===== config.mk =====
export PLATFORM = sky130hd
export DESIGN_NAME = klst_ctrl
export DESIGN_NICKNAME = d
export VERILOG_FILES = /design/src/design/klst_pkg.sv /design/src/design/klst_ctrl.sv
export SDC_FILE = /design/constraint.sdc
export NUM_CORES = 1
export LEC_CHECK = 0
export ABC_AREA = 1
export BUFFER_PORTS_ARGS = -buffer_cell sky130_fd_sc_hd__buf_2
export CAP_MARGIN = 20
export CORE_AREA = 2 2 39 41
export CTS_CLUSTER_SIZE = 20
export DETAILED_ROUTE_END_ITERATION = 7
export DIE_AREA = 0 0 41 43
export PLACE_DENSITY = 0.75
export SLEW_MARGIN = 30
export SYNTH_ARGS = -nofsm -noshare
export SYNTH_HDL_FRONTEND = slang
export SYNTH_SLANG_ARGS = --single-unit

===== constraint.sdc =====
create_clock -name clk -period 2.1 [get_ports clk]
set_clock_uncertainty 0.15 [all_clocks]
set_input_delay 0.42 -clock clk [delete_from_list [all_inputs] [get_ports clk]]
set_output_delay 0.42 -clock clk [all_outputs]
set_load 0.02 [all_outputs]

===== src/design/klst_pkg.sv =====
// ----------------------------------------------------------------------------
// klst_pkg
// shared types and constants of the keyed latency statistics table
// ----------------------------------------------------------------------------
package klst_pkg;

    localparam int TABLE_DEPTH = 32;
    localparam int IDX_W       = (TABLE_DEPTH > 1) ? $clog2(TABLE_DEPTH) : 1;

    localparam logic [15:0] PERIOD_RESET   = 16'd5;
    localparam logic [15:0] IDLE_RESET     = 16'd600;

    // millisecond divide: (ns >> 6) / 15625 as a multiply by the rounded-up
    // reciprocal 2^72 / 15625, exact for every 58-bit dividend
    localparam logic [58:0] MS_RECIP       = 59'd302231454903657294;
    localparam int          DIV_STEPS      = 4;

    // configuration register indexes
    localparam logic CFG_REPORT_PERIOD = 1'b0;
    localparam logic CFG_IDLE_LIMIT    = 1'b1;

    // result kinds
    localparam logic [1:0] KIND_STORED = 2'd0;
    localparam logic [1:0] KIND_FULL   = 2'd1;
    localparam logic [1:0] KIND_REPORT = 2'd2;
    localparam logic [1:0] KIND_DONE   = 2'd3;

    typedef struct packed {
        logic [31:0] key;
        logic [31:0] count;
        logic [47:0] sum;
        logic [47:0] peak;
        logic [31:0] seen;
        logic [31:0] rtime;
    } klst_row_t;

    typedef struct packed {
        logic load;
        logic idx_inc;
        logic rd_idx;
        logic rd_slot;
        logic cmp;
        logic evt_upd;
        logic evt_full;
        logic scan_proc;
        logic scan_done;
    } klst_cmd_t;

    typedef struct packed {
        logic idx_last;
        logic cur_valid;
        logic found;
        logic has_free;
        logic div_done;
        logic mode;
    } klst_sts_t;

endpackage


===== src/design/klst_ctrl.sv =====
// ----------------------------------------------------------------------------
// klst_ctrl
// sequencer for event lookup and table scan
// ----------------------------------------------------------------------------
module klst_ctrl
    import klst_pkg::*;
(
    input  logic      clk,
    input  logic      rst_n,
    input  logic      start,
    input  klst_sts_t sts,
    output klst_cmd_t cmd,
    output logic      busy
);

    typedef enum logic [7:0] {
        ST_IDLE   = 8'b0000_0001,
        ST_S_RD   = 8'b0000_0010,
        ST_S_CMP  = 8'b0000_0100,
        ST_S_END  = 8'b0000_1000,
        ST_E_WAIT = 8'b0001_0000,
        ST_C_CHK  = 8'b0010_0000,
        ST_C_PROC = 8'b0100_0000,
        ST_C_DONE = 8'b1000_0000
    } state_t;

    state_t state_reg, state_next;

    always_ff @(posedge clk or negedge rst_n)
    begin
        if (!rst_n)
        begin
            state_reg <= ST_IDLE;
        end
        else
        begin
            state_reg <= state_next;
        end
    end

    always_comb
    begin
        state_next = state_reg;
        cmd        = '0;
        case (state_reg)
            ST_IDLE:
            begin
                if (start)
                begin
                    cmd.load   = 1'b1;
                    state_next = sts.mode ? ST_C_CHK : ST_S_RD;
                end
            end
            ST_S_RD:
            begin
                cmd.rd_idx = 1'b1;
                state_next = ST_S_CMP;
            end
            ST_S_CMP:
            begin
                cmd.cmp = 1'b1;
                if (sts.idx_last)
                begin
                    state_next = ST_S_END;
                end
                else
                begin
                    cmd.idx_inc = 1'b1;
                    state_next  = ST_S_RD;
                end
            end
            ST_S_END:
            begin
                if (sts.found)
                begin
                    cmd.rd_slot = 1'b1;
                    state_next  = ST_E_WAIT;
                end
                else if (sts.has_free)
                begin
                    state_next = ST_E_WAIT;
                end
                else
                begin
                    cmd.evt_full = 1'b1;
                    state_next   = ST_IDLE;
                end
            end
            ST_E_WAIT:
            begin
                if (sts.div_done)
                begin
                    cmd.evt_upd = 1'b1;
                    state_next  = ST_IDLE;
                end
            end
            ST_C_CHK:
            begin
                if (sts.cur_valid)
                begin
                    cmd.rd_idx = 1'b1;
                    state_next = ST_C_PROC;
                end
                else if (sts.idx_last)
                begin
                    state_next = ST_C_DONE;
                end
                else
                begin
                    cmd.idx_inc = 1'b1;
                end
            end
            ST_C_PROC:
            begin
                cmd.scan_proc = 1'b1;
                if (sts.idx_last)
                begin
                    state_next = ST_C_DONE;
                end
                else
                begin
                    cmd.idx_inc = 1'b1;
                    state_next  = ST_C_CHK;
                end
            end
            ST_C_DONE:
            begin
                cmd.scan_done = 1'b1;
                state_next    = ST_IDLE;
            end
            default:
            begin
                state_next = ST_IDLE;
            end
        endcase
    end

    assign busy = (state_reg != ST_IDLE);

endmodule


==> summary.txt <==
Status
  – Status: complete, no violations

Timing
  – RSZ-0062 raised after global routing: yes
  – Final hold violation count: 0
  – Slew @ Worst Pin: 0.234 ns
  – Final setup violation count: 0
  – Max Fclk: between 400 and 500 MHz
  – Period Utilization, post-route: 97.7%
  – Final number of max-transition violations: 0
  – Worst relative slew slack: 84.3%
  – Setup ws final: 0.0478 ns
  – Tmin final: between 2 and 2.5 ns

GRT
  – M3 GR Usage: roughly 3.1%
  – Global routing's busiest layer: met2
  – Largest net degree at the start of global routing: 9
  – Vias in the first global route: around 530
  – Initial antenna violation count: 0
  – Grt total ovfl: 0
  – GRT met2 Usage: 28.1%
  – Total track usage: 17.8%
  – Global-route wire length before repair: about 2 mm
  – Met1 Resource Use GR: between 20% and 30%

Logic synthesis
  – Seq/Total Area, Yosys: 33.5%
  – Mean post-synth cell area: approximately 7.3 µm²
  – Fraction of registers with async set/reset: 100%
  – Yosys reg bits: 8
  – Main synth FF type: dfrtp_1
  – Post-synth EDFFs: 0
  – Synth unique cells: 22
  – Synthesized area: between 600 and 700 µm²
  – Cell count after synthesis: a little over 80
  – Synth Warn #: 0
  – Syn_nets: roughly 90

Floorplanning
  – I/O pin count: 19
  – Core area: approximately 1400 µm²
  – DIE AREA: 1760 µm²
  – Die Y: ~43 µm
  – Starting density of the core: 43.5%
  – Die width: between 40 and 50 µm
  – Rows: 14

Pwr
  – Leak: ~0.42 nW
  – PD cells: 1200 nW/µm²
  – Overall power: about 930 µW
  – Worst vdd ir: around 0.7 mV

Finish
  – Antenna Cells: 0
  – Fillers: 127
  – Layout area overhead: 28.5%
  – Final nets: between 100 and 150
  – Max reg flops: 8
  – Fraction of layout instances using a drive strength above 1: 41.0%

Clock network
  – Clk Latency, worst-skew pair: ~0.26 ns
  – Max Root-Sink Buffers: 2
  – Reg clk slew, reported paths: around 0.050 ns
  – Clock net sink count: 8
  – Postcts setup bufs: 0
  – TritonCTS Buffers: 3
  – CTS tree: built
  – CTS root buffer: clkbuf_4
  – H-Tree Level Count: 1

Placed design
  – Dpl ws: between 0.2 and 0.3 ns
  – PortBufs: 18
  – GPL Wtd Cong: 0.809
  – DP HPWL: between 1 and 1.5 mm

Critical path
  – CP startpoint kind: flip-flop
  – Worst Path Required: between 1.5 and 2 ns
  – Reg2reg setup slack: 0.57 ns
  – WP data arrival: ~1.5 ns
  – Crit end category: output pin
  – Crit Path Class: flip-flop to output pin
  – Worst Path Max Fanout: 4

Route
  – Drt wl/cell: about 10 µm
  – Residual DRC: 0
  – Antenna viol nets, final: 0
  – Starting DRT DRC Count: 10
  – Vias per inst: between 4 and 5
  – Drt pass-1 iters: 4
  – Routed vias: 582
  – Final WL: between 1 and 1.5 mm

Run
  – Max-Cap Viols: 0

Min path
  – HP Class: input pin to flip-flop
per-layer routing:
metal,routed length [µm],share of wire [%]
met1,502,41
met2,684,56
met3,31,2.5
met4,0,0
met5,0,0
power by group:
part           total (mW)  switching, mW  internal (mW)
clock               0.127         0.0546         0.0728
sequential          0.244         0.0438          0.200
combinational       0.558          0.365          0.193
cells in the final DEF (no fill, tap or decap), types with 2 or more instances in the layout:
master    count
buf_2        16
buf_4         2
clkbuf_4      3
dfrtp_1       7
inv_1        16
nand2_1      13
nand2_2       3
nand2_4       2
nand3_1       3
nand3_2       3
nor2_1       11
nor2_2        3
nor2_4        7
nor3_1        2
o21ai_0       2
cell type report:
class / count / area, µm² / share of cell area (%)
clock buffers: 4 / 26.3 / 3.40
well taps: 16 / 20.0 / 2.59
flip-flops and latches: 8 / 201 / 26.1
multi-input cells: 56 / 353 / 45.6
repair buffers: 19 / 105 / 13.6
inverters: 18 / 67.6 / 8.74
metrics by stage:
stage                     utilization (%)  hold WS [ns]  std cells  area [µm²]  setup TNS [ns]
after floorplan                         -       -0.0256         82         602               0
after global placement               51.4         0.111        116         712               0
after detailed placement             51.4         0.115        116         712               0
after CTS                            54.8         0.276        121         758               0
after global routing                 55.9         0.301        121         773          -0.108
final                                55.9         0.283        121         773               0
cell families (layout without fill, tap and decap cells):
group	after synthesis	count (layout)	share of synthesized area [%]
buffers and inverters	18	41	11.2
AO/OA/AOI/OAI	5	5	4.37
flip-flops	8	8	33.5
AND/OR/NAND/NOR	51	51	50.9
worst paths after layout:
check                                         startpoint                       end  cells past startpoint
worst max-delay path            state_reg[0]$_DFFE_PN1P_                    cmd[8]                      7
worst min-delay path                               start  state_reg[0]$_DFFE_PN1P_                      4
worst max register to register  state_reg[0]$_DFFE_PN1P_  state_reg[1]$_DFFE_PN0P_                      8
worst min register to register  state_reg[2]$_DFFE_PN0P_  state_reg[3]$_DFFE_PN0P_                      2
max in group asynchronous                          rst_n  state_reg[0]$_DFFE_PN1P_                      2
min in group asynchronous                          rst_n  state_reg[6]$_DFFE_PN0P_                      2
worst max-delay path, cell delays in order, from the launching register on:
cell and delay [ns]:
dfstp_2 0.56, inv_1 0.05, nor2_1 0.11, nand2_2 0.10
nor2_8 0.12, inv_2 0.05, nor2_1 0.09, buf_4 0.15
cells in the mapped netlist, types with 2 or more instances:
cell type,count,area [µm²]
dfrtp_1,7,175
nor2_4,5,56.3
inv_1,16,60.1
nor2_2,5,31.3
o21ai_0,2,10.0
nand2_4,2,22.5
nand3_1,5,25.0
nor2_1,11,41.3
nor3_1,2,10.0
nand2_2,3,18.8
nand2_1,13,48.8
repair_timing:
action,CTS,global route
hold buffers,1,0
hold endpoints to repair,7,0
pin swaps,0,5
resized for setup,2,4
endpoints found under the setup margin,1,5
No activity file was read; power rests on OpenSTA's default activity.
